<file path="src/hdl/tphc_pkg.sv">
// ============================================================================
// tphc_pkg
// Shared types and constants of the temperature / pressure / humidity
// compensation block.
// ============================================================================
package tphc_pkg;

    // Configuration port
    localparam int CFG_IDX_W  = 3;
    localparam int CFG_DATA_W = 64;

    typedef enum logic [CFG_IDX_W-1:0] {
        REG_TEMP_CALIB = 3'd0,
        REG_PRESS_LO   = 3'd1,
        REG_PRESS_HI   = 3'd2,
        REG_HUM_LO     = 3'd3,
        REG_HUM_HI     = 3'd4
    } t_reg_index;

    // Queue between front and back
    localparam int QUEUE_DEPTH = 4;
    localparam int QUEUE_AW    = $clog2(QUEUE_DEPTH);

    // Divider: 64-bit dividend, one quotient bit per stage
    localparam int DIV_W     = 64;
    localparam int DIV_STEPS = DIV_W;
    localparam int DEN_W     = 31;

    // Formula constants
    localparam logic signed [33:0] P_TFINE_OFS   = 34'sd128000;
    localparam logic [20:0]        P_ADC_FULL    = 21'd1048576;
    localparam logic [63:0]        P_NUM_SCALE   = 64'd3125;
    localparam logic signed [63:0] P_DEN_BIAS    = 64'sh0000_8000_0000_0000;
    localparam logic signed [31:0] H_TFINE_OFS   = 32'sd76800;
    localparam logic signed [31:0] H_RND_A       = 32'sd16384;
    localparam logic signed [31:0] H_OFS_B       = 32'sd32768;
    localparam logic signed [31:0] H_OFS_C       = 32'sd2097152;
    localparam logic signed [31:0] H_RND_D       = 32'sd8192;
    localparam logic signed [31:0] H_CLAMP_MAX   = 32'sd419430400;
    localparam logic signed [31:0] T_RND         = 32'sd128;

    // Unpacked calibration coefficients
    typedef struct packed {
        logic        [15:0] t1;
        logic signed [15:0] t2;
        logic signed [15:0] t3;
        logic        [15:0] p1;
        logic signed [15:0] p2;
        logic signed [15:0] p3;
        logic signed [15:0] p4;
        logic signed [15:0] p5;
        logic signed [15:0] p6;
        logic signed [15:0] p7;
        logic signed [15:0] p8;
        logic signed [15:0] p9;
        logic        [7:0]  h1;
        logic signed [15:0] h2;
        logic        [7:0]  h3;
        logic signed [11:0] h4;
        logic signed [11:0] h5;
        logic signed [7:0]  h6;
    } t_calib;

    // Item as classified by the front part
    typedef struct packed {
        logic signed [17:0] ta;     // (adc_t >> 3) - (t1 << 1)
        logic signed [16:0] td;     // (adc_t >> 4) - t1
        logic        [19:0] adc_p;
        logic        [15:0] adc_h;
    } t_item;

    // Values carried alongside the divider
    typedef struct packed {
        logic signed [31:0] tf;
        logic signed [31:0] tc;
        logic signed [31:0] ha;
        logic signed [31:0] hb;
    } t_side;

endpackage

</file>
<file path="src/hdl/tphc_queue.sv">
// ============================================================================
// tphc_queue
// Short first-in first-out queue of classified items between the front
// and the back.
// ============================================================================
module tphc_queue (
    input  logic            i_clk,
    input  logic            i_rst_n,
    input  logic            i_push,
    input  tphc_pkg::t_item i_item,
    output logic            o_full,
    input  logic            i_pop,
    output logic            o_empty,
    output tphc_pkg::t_item o_item
);
    import tphc_pkg::*;

    t_item               r_slot [QUEUE_DEPTH];
    logic [QUEUE_AW-1:0] r_wr_ptr;
    logic [QUEUE_AW-1:0] r_rd_ptr;
    logic [QUEUE_AW:0]   r_count;

    assign o_full  = (r_count == (QUEUE_AW+1)'(QUEUE_DEPTH));
    assign o_empty = (r_count == '0);
    assign o_item  = r_slot[r_rd_ptr];

    // Pointers and fill count
    always_ff @(posedge i_clk) begin
        if (!i_rst_n) begin
            r_wr_ptr <= '0;
            r_rd_ptr <= '0;
            r_count  <= '0;
        end else begin
            if (i_push) begin
                r_wr_ptr <= r_wr_ptr + 1'b1;
            end
            if (i_pop) begin
                r_rd_ptr <= r_rd_ptr + 1'b1;
            end
            case ({i_push, i_pop})
                2'b10:   r_count <= r_count + 1'b1;
                2'b01:   r_count <= r_count - 1'b1;
                default: r_count <= r_count;
            endcase
        end
    end

    // Storage
    always_ff @(posedge i_clk) begin
        if (i_push) begin
            r_slot[r_wr_ptr] <= i_item;
        end
    end

endmodule

</file>
<file path="config.mk">
export PLATFORM = sky130hd
export DESIGN_NAME = tphc_queue
export DESIGN_NICKNAME = d
export VERILOG_FILES = /design/src/hdl/tphc_pkg.sv /design/src/hdl/tphc_queue.sv
export SDC_FILE = /design/constraint.sdc
export NUM_CORES = 1
export LEC_CHECK = 0
export BUFFER_PORTS_ARGS = -buffer_cell sky130_fd_sc_hd__buf_2
export CORE_ASPECT_RATIO = 0.5
export CORE_MARGIN = 2
export CORE_UTILIZATION = 55
export DETAILED_ROUTE_END_ITERATION = 12
export PLACE_DENSITY = 0.88
export RECOVER_POWER = 50
export SLEW_MARGIN = 20
export SYNTH_ARGS = -nofsm -noshare
export SYNTH_HDL_FRONTEND = slang
export SYNTH_SLANG_ARGS = --single-unit
</file>
<file path="constraint.sdc">
create_clock -name i_clk -period 5.95 [get_ports i_clk]
set_input_delay 1.19 -clock i_clk [delete_from_list [all_inputs] [get_ports i_clk]]
set_output_delay 1.19 -clock i_clk [all_outputs]
set_load 0.03 [all_outputs]
</file>
==> qor.yml <==
run_status:
  status: "complete, but fails checks"
  violations: "max-capacitance violations, max-slew violations"
global_route:
  antenna_found_initial: 0
  grt_first_pass_wirelength_mm: 28.5
  first_global_vias: 4884
  grt_max_degree: 72
  overflow: 0
  grt_usage_pct: 18.4
sta:
  hold_viol_final: 0
  setup_slack_ns: 2.26
  max_freq_mhz: 271
  fin_skew_ns: 0.00830
  worstMarginPinSlew_ns: 2.04
  finalHoldWorstSlack_ns: 0.526
  post-route-period-util_pct: 62.0
  slew-limit-headroom_pct: -35.8
  period_needed_ns: 3.69
  rsz0062_at_grt: "no"
  maxSlewViolCount: 46
  setup_viol: 0
  fin_tns_setup_ns: 0
floorplan:
  placementRows: 36
  initial_core_util_pct: 55.7
  core_mm2: 0.0193
  die_width_um: 202
  die_h_um: 103
  die_area_mm2: 0.0208
  io-pin-count: 148
clocking:
  postCtsSetupRepairBufs: 0
  cts_num_sinks: 293
  path_clk_slew_ns: 0.06
  clk_path_buf_depth: 3
  numCtsBuffers: 25
  postCtsHoldBufs: 0
  tritoncts: "done"
  cts_resized: 0
  ctsHtreeMaxLevel: 1
  insertion_delay_ns: 0.51
  root_buffer: "clkbuf_16"
setup_path:
  crit_required_ns: 4.76
  arrival_ns: 2.50
  rr_worst_depth: 4
  worst-path-max-fanout: 27
  critPathKind: "reg -> out"
  crit_path_start_kind: "flip-flop"
  cp-end-kind: "output port"
hold_path:
  holdPathStages: 2
  min_path_type: "reg -> reg"
final_layout:
  antennaDiodeCount: 0
  fin_cells: 863
  fin_area_mm2: 0.0124
  layout.nets: 660
  layout-drive-gt1-share_pct: 31.2
  final_cell_mix: "edfxtp_1, clkbuf_1, buf_2"
  layout_commonest_cell: "edfxtp_1"
  areaGrowthSynthToFinish_pct: 15.2
  n_fill_cell: 1259
  multi_input_area_mm2: 0.00186
  final_util_pct: 64.2
  seq_area_mm2: 0.00872
route:
  first_iter_violations: 320
  first_pass_iters: 4
  via_per_inst: 5.52
  drc: 0
  wl_mm: 19.4
  final_antenna_net_count: 0
  wl_per_cell_um: 22.5
  route.vias.total: 4762
synthesis:
  synth_cell_types: 22
  netlist_area_mm2: 0.0108
  yosysTopAreaCell: "edfxtp_1"
  yosysTopAreaCellShare_pct: 79.2
  yosys_warnings: 0
  synth_cells: 417
  synth_area_per_cell_um2: 25.8
  synth-seq-cells: 293
  ys_top_cells_by_area: "edfxtp_1, mux4_2, dfxtp_1"
  syn_nets: 498
  yosysSeqAreaShare_pct: 80.8
placement:
  place_inst: 816
  portBuffers: 147
  gp_congestion: 0.681
  placed_area_mm2: 0.0117
  place_ws_ns: 2.70
  dp_hpwl_mm: 10.7
power:
  total_power_mw: 4.49
  peakVddDrop_v: 0.000175
  p_per_area_mw_per_mm2: 362
  power_leakage_nw: 4.00
job:
  cap_violations: 2
[power by group]
| part | internal, mW | switching, mW |
|---|---|---|
| logic | 0.189 | 0.322 |
| registers | 2.37 | 0.0505 |
| clock network | 0.875 | 0.684 |
[synthesized netlist by cell type (all sizes together)]
master	n
mux2i	1
xor2	3
nor3	1
mux4	71
nand2	2
ha	5
a21boi	1
dfxtp	9
or3	1
nor2b	1
o21ai	2
inv	6
fa	1
buf	16
and2	10
xnor2	2
edfxtp	284
and3	1
[path summary, 6_finish.rpt]
check	from	endpoint	slack (ns)
min	r_count[2]$_SDFFE_PN0P_	r_count[2]$_SDFFE_PN0P_	0.53
max	flip-flop	o_item[31]	2.26
max reg2reg	r_wr_ptr[0]$_SDFFE_PN0P_	r_slot[0][55]$_DFFE_PP_	3.18
min reg2reg	r_count[2]$_SDFFE_PN0P_	r_count[2]$_SDFFE_PN0P_	0.53
[worst max-delay path, stage by stage, from the launching register on]
cell and delay, ns:
dfxtp_4 0.65, buf_4 0.54, mux4_2 0.59, buf_2 0.20
[metal layers]
metal / vias to the layer above / GRT usage [%] / share of wire [%]
met5: - / 0 / 0
met4: 0 / 4.52 / 1.9
met3: 30 / 3.98 / 4.6
met2: 105 / 32.4 / 53
met1: 2531 / 24.0 / 41
li1: 2096 / - / -
[registers in the layout, indices dropped and copies added (netlist names), named ones only]
register  flops
r_count       3
r_rd_ptr      2
r_slot      284
r_wr_ptr      2
[final cells by class]
class	instances	area share (%)
Clock buffer	34	5.39
Clock inverter	11	0.817
Inverter	6	0.181
Multi-Input combinational cell	102	14.9
Sequential cell	293	70.2
Tap cell	266	2.68
Timing Repair Buffer	151	5.76
[logic make-up (layout without fill, tap and decap cells)]
logic type	count (synthesis)	in the layout	share of synthesized area, %
flops	293	293	80.8
mux	72	72	15.0
buf+inv	22	202	1.97
simple gates	16	16	0.871
fa+ha+maj	6	6	0.767
xor+xnor	5	5	0.407
compound gates	3	3	0.163
(Power assumes the default switching activity.)
