==> src/hdl/tphc_pkg.sv <==
// ============================================================================
// tphc_pkg
// Shared types and constants of the temperature / pressure / humidity
// compensation block.
// ============================================================================
package tphc_pkg;

    // Configuration port
    localparam int CFG_IDX_W  = 3;
    localparam int CFG_DATA_W = 64;

    typedef enum logic [CFG_IDX_W-1:0] {
        REG_TEMP_CALIB = 3'd0,
        REG_PRESS_LO   = 3'd1,
        REG_PRESS_HI   = 3'd2,
        REG_HUM_LO     = 3'd3,
        REG_HUM_HI     = 3'd4
    } t_reg_index;

    // Queue between front and back
    localparam int QUEUE_DEPTH = 4;
    localparam int QUEUE_AW    = $clog2(QUEUE_DEPTH);

    // Divider: 64-bit dividend, one quotient bit per stage
    localparam int DIV_W     = 64;
    localparam int DIV_STEPS = DIV_W;
    localparam int DEN_W     = 31;

    // Formula constants
    localparam logic signed [33:0] P_TFINE_OFS   = 34'sd128000;
    localparam logic [20:0]        P_ADC_FULL    = 21'd1048576;
    localparam logic [63:0]        P_NUM_SCALE   = 64'd3125;
    localparam logic signed [63:0] P_DEN_BIAS    = 64'sh0000_8000_0000_0000;
    localparam logic signed [31:0] H_TFINE_OFS   = 32'sd76800;
    localparam logic signed [31:0] H_RND_A       = 32'sd16384;
    localparam logic signed [31:0] H_OFS_B       = 32'sd32768;
    localparam logic signed [31:0] H_OFS_C       = 32'sd2097152;
    localparam logic signed [31:0] H_RND_D       = 32'sd8192;
    localparam logic signed [31:0] H_CLAMP_MAX   = 32'sd419430400;
    localparam logic signed [31:0] T_RND         = 32'sd128;

    // Unpacked calibration coefficients
    typedef struct packed {
        logic        [15:0] t1;
        logic signed [15:0] t2;
        logic signed [15:0] t3;
        logic        [15:0] p1;
        logic signed [15:0] p2;
        logic signed [15:0] p3;
        logic signed [15:0] p4;
        logic signed [15:0] p5;
        logic signed [15:0] p6;
        logic signed [15:0] p7;
        logic signed [15:0] p8;
        logic signed [15:0] p9;
        logic        [7:0]  h1;
        logic signed [15:0] h2;
        logic        [7:0]  h3;
        logic signed [11:0] h4;
        logic signed [11:0] h5;
        logic signed [7:0]  h6;
    } t_calib;

    // Item as classified by the front part
    typedef struct packed {
        logic signed [17:0] ta;     // (adc_t >> 3) - (t1 << 1)
        logic signed [16:0] td;     // (adc_t >> 4) - t1
        logic        [19:0] adc_p;
        logic        [15:0] adc_h;
    } t_item;

    // Values carried alongside the divider
    typedef struct packed {
        logic signed [31:0] tf;
        logic signed [31:0] tc;
        logic signed [31:0] ha;
        logic signed [31:0] hb;
    } t_side;

endpackage

==> src/hdl/tphc_front.sv <==
// ============================================================================
// tphc_front
// Calibration registers and input stage: captures a raw triple, forms the
// first temperature differences and hands the item to the queue.
// ============================================================================
module tphc_front (
    input  logic                              i_clk,
    input  logic                              i_rst_n,
    input  logic                              i_push,
    output logic                              o_full,
    input  logic [19:0]                       i_raw_temperature,
    input  logic [19:0]                       i_raw_pressure,
    input  logic [15:0]                       i_raw_humidity,
    input  logic                              i_cfg_valid,
    output logic                              o_cfg_ready,
    input  logic [tphc_pkg::CFG_IDX_W-1:0]    i_cfg_index,
    input  logic [tphc_pkg::CFG_DATA_W-1:0]   i_cfg_data,
    output tphc_pkg::t_calib                  o_calib,
    output logic                              o_q_push,
    output tphc_pkg::t_item                   o_q_item,
    input  logic                              i_q_full
);
    import tphc_pkg::*;

    logic [47:0] r_temp_calib;
    logic [63:0] r_press_lo;
    logic [63:0] r_press_hi;
    logic [47:0] r_hum_lo;
    logic [31:0] r_hum_hi;

    logic  r_vld;
    t_item r_item;
    t_item n_item;
    logic  w_accept;

    // Register writes are always taken
    assign o_cfg_ready = 1'b1;

    always_ff @(posedge i_clk) begin
        if (!i_rst_n) begin
            r_temp_calib <= '0;
            r_press_lo   <= '0;
            r_press_hi   <= '0;
            r_hum_lo     <= '0;
            r_hum_hi     <= '0;
        end else if (i_cfg_valid) begin
            case (t_reg_index'(i_cfg_index))
                REG_TEMP_CALIB: r_temp_calib <= i_cfg_data[47:0];
                REG_PRESS_LO:   r_press_lo   <= i_cfg_data;
                REG_PRESS_HI:   r_press_hi   <= i_cfg_data;
                REG_HUM_LO:     r_hum_lo     <= i_cfg_data[47:0];
                REG_HUM_HI:     r_hum_hi     <= i_cfg_data[31:0];
                default: ;
            endcase
        end
    end

    // Coefficient unpacking
    always_comb begin
        o_calib.t1 = r_temp_calib[15:0];
        o_calib.t2 = r_temp_calib[31:16];
        o_calib.t3 = r_temp_calib[47:32];
        o_calib.p1 = r_press_lo[15:0];
        o_calib.p2 = r_press_lo[31:16];
        o_calib.p3 = r_press_lo[47:32];
        o_calib.p4 = r_press_lo[63:48];
        o_calib.p5 = r_press_hi[15:0];
        o_calib.p6 = r_press_hi[31:16];
        o_calib.p7 = r_press_hi[47:32];
        o_calib.p8 = r_press_hi[63:48];
        o_calib.p9 = r_hum_lo[15:0];
        o_calib.h1 = r_hum_lo[23:16];
        o_calib.h2 = r_hum_lo[39:24];
        o_calib.h3 = r_hum_lo[47:40];
        o_calib.h4 = r_hum_hi[11:0];
        o_calib.h5 = r_hum_hi[23:12];
        o_calib.h6 = r_hum_hi[31:24];
    end

    // Classify: first temperature differences
    always_comb begin
        n_item.ta    = $signed({1'b0, i_raw_temperature[19:3]})
                     - $signed({1'b0, o_calib.t1, 1'b0});
        n_item.td    = $signed({1'b0, i_raw_temperature[19:4]})
                     - $signed({1'b0, o_calib.t1});
        n_item.adc_p = i_raw_pressure;
        n_item.adc_h = i_raw_humidity;
    end

    // Input stage, drained into the queue
    assign o_full   = r_vld & i_q_full;
    assign w_accept = i_push & ~o_full;
    assign o_q_push = r_vld & ~i_q_full;
    assign o_q_item = r_item;

    always_ff @(posedge i_clk) begin
        if (!i_rst_n) begin
            r_vld <= 1'b0;
        end else begin
            r_vld <= w_accept | (r_vld & i_q_full);
        end
        if (w_accept) begin
            r_item <= n_item;
        end
    end

endmodule

==> config.mk <==
export PLATFORM = sky130hd
export DESIGN_NAME = tphc_front
export DESIGN_NICKNAME = d
export VERILOG_FILES = /design/src/hdl/tphc_pkg.sv /design/src/hdl/tphc_front.sv
export SDC_FILE = /design/constraint.sdc
export NUM_CORES = 1
export LEC_CHECK = 0
export ABC_AREA = 1
export CAP_MARGIN = 30
export CORE_MARGIN = 8
export CORE_UTILIZATION = 25
export CTS_CLUSTER_DIAMETER = 30
export DETAILED_ROUTE_END_ITERATION = 16
export DONT_BUFFER_PORTS = 1
export PLACE_DENSITY = 0.41
export SYNTH_ARGS = -nofsm -noshare
export SYNTH_HDL_FRONTEND = slang
export SYNTH_SLANG_ARGS = --single-unit
==> constraint.sdc <==
create_clock -name i_clk -period 4 [get_ports i_clk]
set_input_delay 0 -clock i_clk [delete_from_list [all_inputs] [get_ports i_clk]]
set_output_delay 0 -clock i_clk [all_outputs]
set_load 0.02 [all_outputs]
==> flow_metrics.tcl <==
set metrics [dict create \
    dp_hpwl_um 29900 \
    met3RoutedLength_um 5560 \
    synth-seq-area-share_pct 58.0 \
    violations_in_the_final_reports "negative hold slack" \
    detailedRoute.firstPassIterationCount 5 \
    clkTransAtPathRegs_ns 0.05 \
    syn_avg_cell_area_um2 8.39 \
    grt_setup_unrepaired "false" \
    drt_wl_total_um 46100 \
    cp-end-kind "flop" \
    required_ns 4.34 \
    fin_skew_ns 0.0318 \
    critical_path_class "reg2reg" \
    leakage_nw 6.59 \
    clock_sink_count 311 \
    first_iter_violations 523 \
    startpoint_of_the_lowest_slack_hold_path "i_rst_n" \
    antenna_found_initial 9 \
    yosys_warnings 0 \
    dr.max_layer_used "met5" \
    class_of_the_tightest_hold_or_removal_check "in2reg" \
    number_of_enable_flip_flop_cells_after_synthesis 54 \
    place_worst_setup_slack_ns 1.91 \
    grt_pass1_wl_um 67800 \
    synthesis.area_um2 11700 \
    ioPinCount 458 \
    post_route_m1_wl_um 18000 \
    place.port_buffers 0 \
    final_core_utilization_pct 35.6 \
    synthDistinctLibCells 29 \
    synth-async-reset-ratio_pct 0 \
    post_route_cells_drive_above_1_share_pct 10.0 \
    max_slew.worst_pin.slew_ns 0.983 \
    core-area_um2 46400 \
    met2RoutedLength_um 21300 \
    final.hold.worst_slack_ns -0.0492 \
    timing_max_transition_violations_final 0 \
    h-tree-depth 3 \
    n_fill_cell 4671 \
    postCtsSetupBuffers 0 \
    globalplace.congestion 0.852 \
    post_synth_inst_count 1392 \
    die-height_um 232 \
    timing.critical_path.arrival_ns 3.43 \
    max_cap_violations 0 \
    grt_pass1_vias 10200 \
    wire_per_inst_um 20.7 \
    chipWidth_um 232 \
    crit_path_start_kind "flop" \
    dr_total_vias 9959 \
    worst_r2r_startpoint "r_temp_calib[5]" \
    worst_ir_drop_vdd_mv 0.383 \
    synth.ff_latch_count 311 \
    period_minus_slack_ns 3.09 \
    outcome "finished with violations" \
    row_count 79 \
    worst_case_clock_buffer_depth 3 \
    area_growth_syn_to_layout_pct 41.5 \
    postSynthNetCount 1537 \
    setup_tns_ns 0 \
    viasPerCell 4.47 \
    finalHoldViolCount 17 \
    worstSkewPairLatency_ns 0.60 \
    finish.net_count 1698 \
    tritoncts.num_buffers 78 \
    grt_resource_usage_total_pct 16.7 \
    timing.critical_path.from "r_temp_calib[5]" \
    worst_max_slew_margin_expressed_relative_to_the_limit_pct 34.5 \
    yosys_most_used_dff "sky130_fd_sc_hd__dfxtp_1" \
    grt_start_max_net_pins 242 \
    cts_root_buffer "sky130_fd_sc_hd__clkbuf_16" \
    drc_errors 0 \
    critPathMaxFanout 4 \
    timing.final.crit_share_pct 77.4 \
    power-per-cell-area_nw_per_um2 651 \
    tritoncts "done" \
    initial_core_util_pct 25.2 \
    die_area_um2 53900 \
    global_route.overflow_total 0 \
    final_critical_path_setup_slack_ns 0.905 \
    ant_nets 0 \
    timing.final.setup_violations 0 \
    achievable-frequency_ghz 0.323 \
]
-- state kept, by name, summed over array words and instances (netlist names) --
| name | flops |
|---|---|
| o_q_item | 54 |
| r_hum_hi | 32 |
| r_temp_calib | 48 |
| r_vld | 1 |
| r_press_lo | 64 |
| r_press_hi | 64 |
| r_hum_lo | 48 |
-- synth_stat cells, types with 2 or more instances --
library cell / instances / area [um2]
sky130_fd_sc_hd__a21oi_1: 73 / 365
sky130_fd_sc_hd__buf_4: 21 / 158
sky130_fd_sc_hd__o21ai_0: 242 / 1210
sky130_fd_sc_hd__clkbuf_1: 51 / 191
sky130_fd_sc_hd__dfxtp_1: 257 / 5140
sky130_fd_sc_hd__nand3_1: 17 / 85.1
sky130_fd_sc_hd__o21ai_1: 14 / 70.1
sky130_fd_sc_hd__ha_1: 16 / 200
sky130_fd_sc_hd__edfxtp_1: 54 / 1620
sky130_fd_sc_hd__inv_2: 4 / 15.0
sky130_fd_sc_hd__buf_6: 11 / 124
sky130_fd_sc_hd__nor2_1: 398 / 1490
sky130_fd_sc_hd__nand4_1: 2 / 12.5
sky130_fd_sc_hd__nand2_1: 85 / 319
sky130_fd_sc_hd__xnor2_1: 2 / 17.5
sky130_fd_sc_hd__nor3_1: 4 / 20.0
sky130_fd_sc_hd__buf_2: 13 / 65.1
sky130_fd_sc_hd__xor2_1: 5 / 43.8
sky130_fd_sc_hd__inv_1: 113 / 424
-- power by group --
part	switching, mW	leakage [nW]	internal, mW
registers	0.297	2.61	3.35
logic	0.340	2.67	0.237
clock network	2.09	1.31	4.45
-- through the flow --
| step | cell area (um2) | std cells | power (mW) |
|---|---|---|---|
| floorplan | 11700 | 1392 | 3.98 |
| global placement | 12000 | 1912 | 4.06 |
| detailed placement | 12000 | 1913 | 4.07 |
| CTS | 16500 | 2226 | 10.9 |
| global route | 16500 | 2227 | 11.2 |
| finish | 16500 | 2230 | 10.8 |
-- worst paths after layout --
check | depth (start not counted) | endpoint | slack [ns]
worst max-delay path | 11 | o_q_item[69] | 0.91
worst max register to register | 11 | o_q_item[69] | 0.91
worst min register to register | 2 | r_hum_lo[8] | 0.54
worst min-delay path | 3 | r_hum_lo[15] | -0.05
-- what timing repair did --
item / in CTS / in global routing
gates resized for setup: 0 / 0
endpoints found under the hold margin: 336 / 0
hold buffers: 167 / 0
-- cell usage in the layout (no fill, tap or decap), types with 16 or more instances in the layout --
master                          count
sky130_fd_sc_hd__edfxtp_1          54
sky130_fd_sc_hd__ha_1              16
sky130_fd_sc_hd__dlygate4sd3_1    166
sky130_fd_sc_hd__a21oi_1           73
sky130_fd_sc_hd__inv_1            112
sky130_fd_sc_hd__clkbuf_16         78
sky130_fd_sc_hd__dfxtp_1          257
sky130_fd_sc_hd__clkinvlp_4        17
sky130_fd_sc_hd__o21ai_0          242
sky130_fd_sc_hd__nor2_1           397
sky130_fd_sc_hd__nand2_1           85
-- final cells by class --
class	instances	area [um2]	area share [%]
diodes	4	10.0	0.0606
clock buffers	95	2110	12.8
clock inverters	51	691	4.18
inverters	117	439	2.66
multi-input cells	867	3960	24.0
flip-flops and latches	311	6770	41.0
well taps	607	759	4.60
repair buffers	178	1780	10.8
-- cell families (layout without fill, tap and decap cells) --
kind of cell	Yosys count	after routing	share of synthesized area (%)
other	1	5	0.0321
buffers and inverters	214	441	8.40
DFF	311	311	58.0
AOI/OAI and AO/OA	332	332	14.3
xor gates and xnor gates	7	7	0.525
adders and majority gates	17	17	1.89
and+or+nand+nor	510	510	16.9
-- critical path, stage by stage, from the launching register on --
cell                            delay [ns]
sky130_fd_sc_hd__dfxtp_1              0.54
sky130_fd_sc_hd__inv_1                0.14
sky130_fd_sc_hd__ha_1                 0.37
sky130_fd_sc_hd__nand2_1              0.10
sky130_fd_sc_hd__nor2_1               0.11
sky130_fd_sc_hd__nand3_1              0.09
sky130_fd_sc_hd__nand2_1              0.19
sky130_fd_sc_hd__nand2_1              0.10
sky130_fd_sc_hd__nand3_1              0.07
sky130_fd_sc_hd__dlygate4sd3_1        0.55
sky130_fd_sc_hd__nand2_1              0.05
sky130_fd_sc_hd__dlygate4sd3_1        0.54
-- routing by layer --
metal	track usage, %	vias to the layer above
li1	-	4828
met1	18.4	4609
met2	26.9	432
met3	8.44	86
met4	7.04	4
met5	0	-
No activity file was read; power rests on OpenSTA's default activity.
